`src/sv/msf_pkg.sv`:
```
// Package: shared constants and types for the missing sequence finder
package msf_pkg;

  localparam int SEQ_SPACE = 1024;
  localparam int SEQ_W     = 10;
  localparam int SCAN_W    = SEQ_W + 1;
  localparam int ROW_W     = 64;
  localparam int BIT_AW    = $clog2(ROW_W);
  localparam int MAP_AW    = $clog2(SEQ_SPACE);
  localparam int ROWS      = SEQ_SPACE / ROW_W;
  localparam int ROW_AW    = MAP_AW - BIT_AW;
  localparam int COUNT_MAX = 1023;

  localparam logic [1:0] OP_RECORD = 2'd0;
  localparam logic [1:0] OP_FETCH  = 2'd1;
  localparam logic [1:0] OP_CLEAR  = 2'd2;
  localparam logic [1:0] OP_NOP    = 2'd3;

  typedef struct packed {
    logic              hit;
    logic [BIT_AW-1:0] idx;
  } scan_res_t;

endpackage

```
`src/sv/msf_ram.sv`:
```
// Generic single-port-write, single-port-read RAM with registered read data
module msf_ram #(
  parameter int WIDTH = 64,
  parameter int DEPTH = 16
) (
  input  logic                     clk,
  input  logic                     we,
  input  logic [$clog2(DEPTH)-1:0] waddr,
  input  logic [WIDTH-1:0]         wdata,
  input  logic [$clog2(DEPTH)-1:0] raddr,
  output logic [WIDTH-1:0]         rdata
);

  logic [WIDTH-1:0] mem [DEPTH];

  always_ff @(posedge clk) begin
    if (we) begin
      mem[waddr] <= wdata;
    end
    rdata <= mem[raddr];
  end

endmodule

```
`src/sv/msf_row_scan.sv`:
```
// Row scanner: lowest unreceived bit of one bitmap row within a bit window
module msf_row_scan (
  input  logic [msf_pkg::ROW_W-1:0]  row_data,
  input  logic [msf_pkg::BIT_AW-1:0] lo,
  input  logic [msf_pkg::BIT_AW-1:0] hi,
  output msf_pkg::scan_res_t         res
);
  import msf_pkg::*;

  logic [ROW_W-1:0] cand;

  always_comb begin
    for (int i = 0; i < ROW_W; i++) begin
      cand[i] = !row_data[i] && (BIT_AW'(i) >= lo) && (BIT_AW'(i) <= hi);
    end
  end

  always_comb begin
    res.hit = 1'b0;
    res.idx = '0;
    for (int i = ROW_W - 1; i >= 0; i--) begin
      if (cand[i]) begin
        res.hit = 1'b1;
        res.idx = BIT_AW'(i);
      end
    end
  end

endmodule

```
`src/sv/missing_sequence_finder_unit.sv`:
```
// Top level: missing sequence number finder over a row-organized bitmap RAM
//
// Received numbers live in a 16 x 64-bit bitmap RAM with registered read data;
// a per-row valid bit, cleared at once by reset or a clear item, makes an unwritten
// row read as all zero, so there is no clearing pass. A clear, an unused opcode, a
// rejected record or a fetch whose scan is already past its end answers in the cycle
// after start and leaves busy low. A good record reads, modifies and writes back one
// row in ST_REC, with busy high only there, and registers its result as it leaves.
// A fetch checks one bitmap row per cycle from the scan position to the scan end and
// stops at the first row with a missing number. Each result is shown for
// exactly one cycle with out_valid high and cannot be held off: capture it then.
module missing_sequence_finder_unit (
  input  logic                       clk,
  input  logic                       rst_n,
  input  logic                       start,
  output logic                       busy,
  input  logic [1:0]                 in_opcode,
  input  logic [msf_pkg::SEQ_W-1:0]  in_total,
  input  logic [msf_pkg::SEQ_W-1:0]  in_seq,
  output logic                       out_valid,
  output logic [msf_pkg::SEQ_W-1:0]  out_missing_seq,
  output logic                       out_found,
  output logic                       out_done_res,
  output logic [msf_pkg::SEQ_W-1:0]  out_packet_count,
  output logic                       out_complete,
  output logic                       out_bad_seq
);
  import msf_pkg::*;

  localparam logic [1:0] ST_IDLE = 2'd0;
  localparam logic [1:0] ST_REC  = 2'd1;
  localparam logic [1:0] ST_SCAN = 2'd2;

  logic [1:0]        state_r, state_nxt;
  logic [ROWS-1:0]   row_valid_r, row_valid_nxt;
  logic [SEQ_W-1:0]  total_r, total_nxt;
  logic [SEQ_W-1:0]  highest_r, highest_nxt;
  logic [SEQ_W-1:0]  count_r, count_nxt;
  logic [SCAN_W-1:0] scan_pos_r, scan_pos_nxt;
  logic [ROW_AW-1:0] cur_row_r, cur_row_nxt;
  logic              first_r, first_nxt;
  logic [SEQ_W-1:0]  rec_seq_r, rec_seq_nxt;
  logic [SEQ_W-1:0]  rec_total_r, rec_total_nxt;

  logic              out_valid_r, out_valid_nxt;
  logic [SEQ_W-1:0]  out_miss_r, out_miss_nxt;
  logic              out_found_r, out_found_nxt;
  logic              out_done_r, out_done_nxt;
  logic [SEQ_W-1:0]  out_count_r, out_count_nxt;
  logic              out_complete_r, out_complete_nxt;
  logic              out_bad_r, out_bad_nxt;

  logic              accept;
  logic [SEQ_W-1:0]  max_seen;
  logic [SEQ_W-1:0]  lim;
  logic [ROW_AW-1:0] lim_row;
  logic              seq_bad;
  logic [ROW_AW-1:0] ram_raddr;
  logic [ROW_W-1:0]  ram_rdata;
  logic              ram_we;
  logic [ROW_W-1:0]  ram_wdata;
  logic [ROW_W-1:0]  row_eff;
  logic [BIT_AW-1:0] scan_lo;
  logic [BIT_AW-1:0] scan_hi;
  scan_res_t         scan_res;
  logic [SEQ_W-1:0]  hit_seq;
  logic [SEQ_W-1:0]  rec_cnt;
  logic [SEQ_W-1:0]  rec_high;

  assign accept   = start && !busy;
  assign busy     = (state_r != ST_IDLE);
  assign max_seen = (total_r > highest_r) ? total_r : highest_r;
  assign lim      = (32'(max_seen) > SEQ_SPACE - 1) ? SEQ_W'(SEQ_SPACE - 1) : max_seen;
  assign lim_row  = lim[MAP_AW-1:BIT_AW];
  assign seq_bad  = (in_seq == '0) || (32'(in_seq) >= SEQ_SPACE);

  always_comb begin
    ram_raddr = cur_row_r + ROW_AW'(1);
    if (state_r == ST_IDLE) begin
      if (in_opcode == OP_RECORD) begin
        ram_raddr = in_seq[MAP_AW-1:BIT_AW];
      end else begin
        ram_raddr = scan_pos_r[MAP_AW-1:BIT_AW];
      end
    end
  end

  assign row_eff   = row_valid_r[cur_row_r] ? ram_rdata : '0;
  assign scan_lo   = first_r ? scan_pos_r[BIT_AW-1:0] : '0;
  assign scan_hi   = (cur_row_r == lim_row) ? lim[BIT_AW-1:0] : '1;
  assign hit_seq   = SEQ_W'({cur_row_r, scan_res.idx});

  assign ram_we    = (state_r == ST_REC);
  assign ram_wdata = (row_valid_r[rec_seq_r[MAP_AW-1:BIT_AW]] ? ram_rdata : '0)
                   | (ROW_W'(1) << rec_seq_r[BIT_AW-1:0]);
  assign rec_cnt   = (32'(count_r) < COUNT_MAX) ? count_r + SEQ_W'(1) : count_r;
  assign rec_high  = (rec_seq_r > highest_r) ? rec_seq_r : highest_r;

  msf_ram #(
    .WIDTH (ROW_W),
    .DEPTH (ROWS)
  ) u_map_ram (
    .clk   (clk),
    .we    (ram_we),
    .waddr (rec_seq_r[MAP_AW-1:BIT_AW]),
    .wdata (ram_wdata),
    .raddr (ram_raddr),
    .rdata (ram_rdata)
  );

  msf_row_scan u_row_scan (
    .row_data (row_eff),
    .lo       (scan_lo),
    .hi       (scan_hi),
    .res      (scan_res)
  );

  always_comb begin
    state_nxt        = state_r;
    row_valid_nxt    = row_valid_r;
    total_nxt        = total_r;
    highest_nxt      = highest_r;
    count_nxt        = count_r;
    scan_pos_nxt     = scan_pos_r;
    cur_row_nxt      = cur_row_r;
    first_nxt        = first_r;
    rec_seq_nxt      = rec_seq_r;
    rec_total_nxt    = rec_total_r;
    out_valid_nxt    = 1'b0;
    out_miss_nxt     = '0;
    out_found_nxt    = 1'b0;
    out_done_nxt     = 1'b0;
    out_count_nxt    = count_r;
    out_complete_nxt = (count_r == total_r);
    out_bad_nxt      = 1'b0;

    unique case (state_r)
      ST_IDLE: begin
        if (accept) begin
          unique case (in_opcode)
            OP_RECORD: begin
              if (seq_bad) begin
                out_valid_nxt = 1'b1;
                out_bad_nxt   = 1'b1;
              end else begin
                rec_seq_nxt   = in_seq;
                rec_total_nxt = in_total;
                state_nxt     = ST_REC;
              end
            end
            OP_FETCH: begin
              if (scan_pos_r <= {1'b0, lim}) begin
                cur_row_nxt = scan_pos_r[MAP_AW-1:BIT_AW];
                first_nxt   = 1'b1;
                state_nxt   = ST_SCAN;
              end else begin
                out_valid_nxt = 1'b1;
                out_done_nxt  = 1'b1;
              end
            end
            OP_CLEAR: begin
              row_valid_nxt    = '0;
              total_nxt        = '0;
              highest_nxt      = '0;
              count_nxt        = '0;
              scan_pos_nxt     = SCAN_W'(1);
              out_valid_nxt    = 1'b1;
              out_count_nxt    = '0;
              out_complete_nxt = 1'b1;
            end
            OP_NOP: begin
              out_valid_nxt = 1'b1;
            end
            default: begin
              out_valid_nxt = 1'b1;
            end
          endcase
        end
      end
      ST_REC: begin
        row_valid_nxt[rec_seq_r[MAP_AW-1:BIT_AW]] = 1'b1;
        total_nxt        = rec_total_r;
        highest_nxt      = rec_high;
        count_nxt        = rec_cnt;
        out_valid_nxt    = 1'b1;
        out_count_nxt    = rec_cnt;
        out_complete_nxt = (rec_cnt == rec_total_r);
        state_nxt        = ST_IDLE;
      end
      ST_SCAN: begin
        first_nxt = 1'b0;
        if (scan_res.hit) begin
          out_valid_nxt = 1'b1;
          out_found_nxt = 1'b1;
          out_miss_nxt  = hit_seq;
          scan_pos_nxt  = {1'b0, hit_seq} + SCAN_W'(1);
          state_nxt     = ST_IDLE;
        end else if (cur_row_r == lim_row) begin
          out_valid_nxt = 1'b1;
          out_done_nxt  = 1'b1;
          scan_pos_nxt  = {1'b0, lim} + SCAN_W'(1);
          state_nxt     = ST_IDLE;
        end else begin
          cur_row_nxt = cur_row_r + ROW_AW'(1);
        end
      end
      default: begin
        state_nxt = ST_IDLE;
      end
    endcase
  end

  always_ff @(posedge clk) begin
    if (!rst_n) begin
      state_r     <= ST_IDLE;
      row_valid_r <= '0;
      total_r     <= '0;
      highest_r   <= '0;
      count_r     <= '0;
      scan_pos_r  <= SCAN_W'(1);
      out_valid_r <= 1'b0;
    end else begin
      state_r     <= state_nxt;
      row_valid_r <= row_valid_nxt;
      total_r     <= total_nxt;
      highest_r   <= highest_nxt;
      count_r     <= count_nxt;
      scan_pos_r  <= scan_pos_nxt;
      out_valid_r <= out_valid_nxt;
    end
  end

  always_ff @(posedge clk) begin
    cur_row_r      <= cur_row_nxt;
    first_r        <= first_nxt;
    rec_seq_r      <= rec_seq_nxt;
    rec_total_r    <= rec_total_nxt;
    out_miss_r     <= out_miss_nxt;
    out_found_r    <= out_found_nxt;
    out_done_r     <= out_done_nxt;
    out_count_r    <= out_count_nxt;
    out_complete_r <= out_complete_nxt;
    out_bad_r      <= out_bad_nxt;
  end

  assign out_valid        = out_valid_r;
  assign out_missing_seq  = out_miss_r;
  assign out_found        = out_found_r;
  assign out_done_res     = out_done_r;
  assign out_packet_count = out_count_r;
  assign out_complete     = out_complete_r;
  assign out_bad_seq      = out_bad_r;

endmodule

```
`config.mk`:
```
export PLATFORM = sky130hd
export DESIGN_NAME = missing_sequence_finder_unit
export DESIGN_NICKNAME = d
export VERILOG_FILES = /design/src/sv/msf_pkg.sv /design/src/sv/msf_ram.sv /design/src/sv/msf_row_scan.sv /design/src/sv/missing_sequence_finder_unit.sv
export SDC_FILE = /design/constraint.sdc
export NUM_CORES = 2
export LEC_CHECK = 0
export BUFFER_PORTS_ARGS = -buffer_cell sky130_fd_sc_hd__buf_2
export CORE_UTILIZATION = 40
export DETAILED_ROUTE_END_ITERATION = 12
export HOLD_SLACK_MARGIN = 0.03
export PLACE_DENSITY = 0.61
export SLEW_MARGIN = 20
export SYNTH_ARGS = -nofsm -noshare
export SYNTH_HDL_FRONTEND = slang
export SYNTH_HIERARCHICAL = 1
export SYNTH_SLANG_ARGS = --single-unit
```
`constraint.sdc`:
```
create_clock -name clk -period 7 [get_ports clk]
set_input_delay 0.35 -clock clk [delete_from_list [all_inputs] [get_ports clk]]
set_output_delay 0.35 -clock clk [all_outputs]
set_load 0.02 [all_outputs]
```
== Yosys cells after proc, flatten, opt, wreduce, memory -nomap -nowiden ==
Memory sizes are Yosys's and may differ from the RTL's. A register that Yosys moved wholly into a read port is not among the register bits.
Cells that the tools add are included.
Storage, ports and cells
  register bits after elaboration: 109
  memory bits (writable): 1024
  input bits: 25
  logic and storage cells: 519
  memories: 1
Memory list
  u_map_ram.mem: depth 16, width 64, read ports 1, clocked after memory_dff 1, write ports 1, RTL line msf_ram.sv:14  | logic [WIDTH-1:0] mem [DEPTH];
Operators by class
  $add $sub $neg: 4
  order comparisons: 135
  equality and inequality tests: 19
  shift operators: 1
  muxes and demuxes: 128
  bitwise operators: 3
  reduce and logical (&&, ||, !) cells: 211
Operators by type and width (count)
  $mux 7: 64
  $ge 6x6->1 const A: 32
  $le 6x6->1 const A: 32
  $logic_and 1x1->1: 130
  $mux 64: 2
  $ge 5x6->1 const A: 16
  $le 5x6->1 const A: 16
  $mux 10: 7
  $logic_not 1->1: 65
  $or 64x64->64: 1
  $shl 1x6->64 const A: 1
  $pmux 10 s2: 3
  $ge 4x6->1 const A: 8
  $le 4x6->1 const A: 8
  $mux 11: 4
  $mux 16: 2
  $pmux 16 s2: 1
  $mux 4: 7
  $ge 3x6->1 const A: 4
  $le 3x6->1 const A: 4
  $add 10x1->11 const B: 2
  $pmux 11 s2: 1
  $eq 10x10->1: 2
  $gt 10x10->1: 2
  other kinds (37): 87

== Logic depth before layout (Yosys ltp) ==
  depth in word-level cells: 73
  mapped depth: 28
  gate-level depth less buffers: 23

== By module ==
The synthesis kept the hierarchy.
Modules (own cells, without submodules)
  msf_ram: times used 1, cells an instance 1647, area each 39581.7 µm², seq. area each 32030.7 µm²
  missing_sequence_finder_unit: times used 1, cells an instance 874, area each 7389.6 µm², seq. area each 2432.3 µm²
  msf_row_scan: times used 1, cells an instance 397, area each 2596.2 µm², seq. area each 0.0 µm²

== Least setup slack after synthesis ==
Ideal clock, no wire load.
  path type: register -> register
  start: register state_r[1]
  end: memory u_map_ram.mem[0][0] (enable)
  setup time: 0.565 ns
  arrival time: 6.158 ns
  required time: 6.435 ns
  setup slack: 0.278 ns
  stages on the path, launching flop included: 8
  cells stage by stage: dfxtp_1 > nand2b_1 > clkbuf_1 > inv_1 > clkbuf_1 > buf_1 > or3b_2 > nor3_1
On the way
  word-level cells in the longest chain between the ends: 3
Ends and longest elaborated chain
  start, declared: RTL line missing_sequence_finder_unit.sv:34  | logic [1:0] state_r, state_nxt;
  start signal, assigned: RTL line missing_sequence_finder_unit.sv:223  | state_r <= state_nxt;
  $eq 2x1->1: RTL line missing_sequence_finder_unit.sv:93  | assign ram_we = (state_r == ST_REC);
  net ram_we: RTL line missing_sequence_finder_unit.sv:60  | logic ram_we;
  $mux 1: RTL line msf_ram.sv:17  | if (we) begin
  $mux 1 (implied by the code): RTL line msf_ram.sv:18  | mem[waddr] <= wdata;
  end, declared: RTL line msf_ram.sv:14
The timed path passes the listed nets, and every way through them passes these cells.

==> flow_metrics.env <==
export IMPL_cts_setup_buffers=0
export IMPL_power_total_mw=15.2
export IMPL_grt_usage=0.207
export IMPL_setup_viol=0
export IMPL_ir_drop_v=0.000213
export IMPL_cts_sinks=1197
export IMPL_die_x_um=354
export IMPL_yosysWarnings=6
export IMPL_startpoint_type="flop"
export IMPL_cp_arrival_ns=7.26
export IMPL_final_cells=4784
export IMPL_pwr_density_cell_nw_per_um2=271
export IMPL_dpl_hpwl_um=74600
export IMPL_first_pass_iters=6
export IMPL_max_freq_mhz=151
export IMPL_die_h_um=354
export IMPL_wl_um=130000
export IMPL_synthCells=2918
export IMPL_synth_yosys_seq_area_share=0.695
export IMPL_clk_pin_slew_ns=0.07
export IMPL_viasPerCell=5.90
export IMPL_drv_slew=0
export IMPL_drtIter0Drc=3127
export IMPL_syn_to_final_growth_pct=13.5
export IMPL_ys_seq_elements=1197
export IMPL_postLayoutCellArea_um2=56200
export IMPL_grt_pass1_vias=28100
export IMPL_clock_skew_ns=0.0163
export IMPL_fillers=10500
export IMPL_drive_gt1_frac=0.223
export IMPL_cp_end_kind="flop"
export IMPL_ios=51
export IMPL_fin_util=0.460
export IMPL_clockRootBuffer="clkbuf_16"
export IMPL_leakagePower_nw=18.1
export IMPL_cts_htree_levels=3
export IMPL_synth_top_cells_by_count="edfxtp_1 (1049), mux4_2 (266), nand2_1 (170), dfxtp_1 (148), a22oi_1 (140)"
export IMPL_path_class="reg -> reg"
export IMPL_max_slew_margin=0.215
export IMPL_cp_max_fo=15
export IMPL_period_minus_slack_ns=6.63
export IMPL_antenna_cells=0
export IMPL_rows=128
export IMPL_grt_max_degree=149
export IMPL_cp_required_ns=7.63
export IMPL_tightestPinTransition_ns=1.18
export IMPL_ys_dominant_reg_cell="edfxtp_1"
export IMPL_route_detailed_drc=0
export IMPL_fin_crit_sh=0.948
export IMPL_wl_per_cell_um=27.2
export IMPL_start_util=0.405
export IMPL_via_count=28200
export IMPL_outcome="completed"
export IMPL_synth_area_um2=49600
export IMPL_drv_cap=0
export IMPL_grt_remaining_overflow=0
export IMPL_grt_pass1_wl_um=192000
export IMPL_yosysMostFrequentCell="edfxtp_1"
export IMPL_synth_distinct_cells=98
export IMPL_clk_latency_ns=0.72
export IMPL_dp_slack_ns=0.303
export IMPL_synth_top_area_cell="edfxtp_1"
export IMPL_avgSynthCellArea_um2=17.0
export IMPL_synth_nets=2974
export IMPL_finalWorstSetupSlack_ns=0.367
export IMPL_cts_tree="done"
export IMPL_setup_tns_ns=0
export IMPL_final_antenna_net_count=0
export IMPL_antenna_found_initial=4
export IMPL_synth_area_leaders="edfxtp_1 (64%), mux4_2 (12%), dfxtp_1 (6.0%)"
export IMPL_rsz0062_at_grt="no"
export IMPL_port_buffer_count=50
export IMPL_nets=3110
export IMPL_die_area_um2=125000
export IMPL_dp_cells=4536
export IMPL_dpl_cell_area_um2=52200
export IMPL_coreArea_um2=122000
export IMPL_hold_class="in -> reg"
export IMPL_timing_final_hold_violations=0
export IMPL_synth_edf_count=1049
export IMPL_worst_r2r_path_depth=24
export IMPL_clock_path_buffers=3
export IMPL_cts_buffers=118
export IMPL_holdPathStages=2
export IMPL_place_congestion=0.983
export IMPL_async_flop_share=0
export IMPL_holdWs_ns=0.129
export IMPL_synth_top_area_frac=0.636
==> cell usage in the layout, fill, tap and decap left out, drive strengths merged, types with 17 or more instances in the layout <==
master and count:
edfxtp 1049, mux4 266, nand2 171, buf 171, clkbuf 169, dfxtp 148
a22oi 140, nor2 114, and2 101, a21oi 72, o21ai 70, a22o 53
inv 47, nand3 43, clkinv 39, nor3 36, ha 31, dlygate4sd3 23
a211oi 22, nand4 19, a31oi 19, xor2 19, or2 19, a21o 18
nor2b 18, nand2b 17
==> worst max-delay path, cell delays in order (launching register included) <==
cell and delay [ns]:
dfxtp_1 0.41, inv_1 0.10, ha_1 0.31, a21oi_1 0.22
o21ai_2 0.11, or4b_4 0.65, nand3_1 0.14, a21oi_1 0.12
nor3_2 0.34, buf_4 0.21, nand2_1 0.26, buf_4 0.30
nor4_4 0.39, or4_1 0.21, nand2_1 0.08, or3_1 0.34
nor4b_1 0.50, o2111ai_1 0.19, o211ai_1 0.38, mux2_2 0.25
ha_1 0.21, o31ai_2 0.14, a211o_1 0.30, xor2_1 0.17
o41ai_2 0.21
==> flip-flops by register name (all words and copies together) (netlist names), 2 cells and up <==
name / count
count_r: 10
cur_row_r: 4
highest_r: 10
out_missing_seq: 10
out_packet_count: 10
rec_seq_r: 10
rec_total_r: 10
row_valid_r: 16
scan_pos_r: 11
state_r: 2
total_r: 10
u_map_ram/mem: 1024
u_map_ram/rdata: 64
==> final timing paths <==
kind                                 startpoint               to  slack (ns)
worst min-delay path                      rst_n    scan_pos_r[0]        0.13
worst max register to register     highest_r[7]    scan_pos_r[4]        0.37
worst max-delay path               highest_r[7]    scan_pos_r[4]        0.37
worst min register to register  row_valid_r[15]  row_valid_r[15]        0.49
==> power breakdown <==
part	leakage, nW	internal (mW)	switching (mW)	total [mW]
sequential	10.6	7.78	0.111	7.89
clock	1.88	3.54	2.69	6.23
combinational	5.71	0.482	0.611	1.09
==> cell type report <==
| cell class | count | area [um2] | share of cell area |
|---|---|---|---|
| flip-flops and latches | 1197 | 34500 | 0.613 |
| multi-input cells | 1502 | 14200 | 0.253 |
| clock buffers | 169 | 3330 | 0.0592 |
| well taps | 1625 | 2030 | 0.0362 |
| repair buffers | 194 | 1540 | 0.0274 |
| clock inverters | 56 | 515 | 0.00917 |
| inverters | 41 | 154 | 0.00274 |
==> repair_timing <==
item                                   4_1_cts  5_1_grt
resized for setup                            0        1
hold buffers                                23        0
setup endpoints to repair                    0        6
endpoints found under the hold margin       22        0
==> cells by family after synthesis <==
family	share of synthesized area
flip-flops	0.695
AND/OR/NAND/NOR	0.0641
AO/OA/AOI/OAI	0.0806
multiplexers	0.125
buffers and inverters	0.0218
XOR/XNOR	0.00583
adder cells (fa/ha/maj)	0.00783
==> routing by layer <==
metal | track usage | share of wire | vias to the layer above
met1 | 0.294 | 0.43 | 14800
met5 | 0 | 0 | -
met2 | 0.328 | 0.47 | 1132
met4 | 0.0604 | 0.027 | 0
li1 | - | - | 12100
met3 | 0.0329 | 0.070 | 199
No activity file was read; power rests on OpenSTA's default activity.
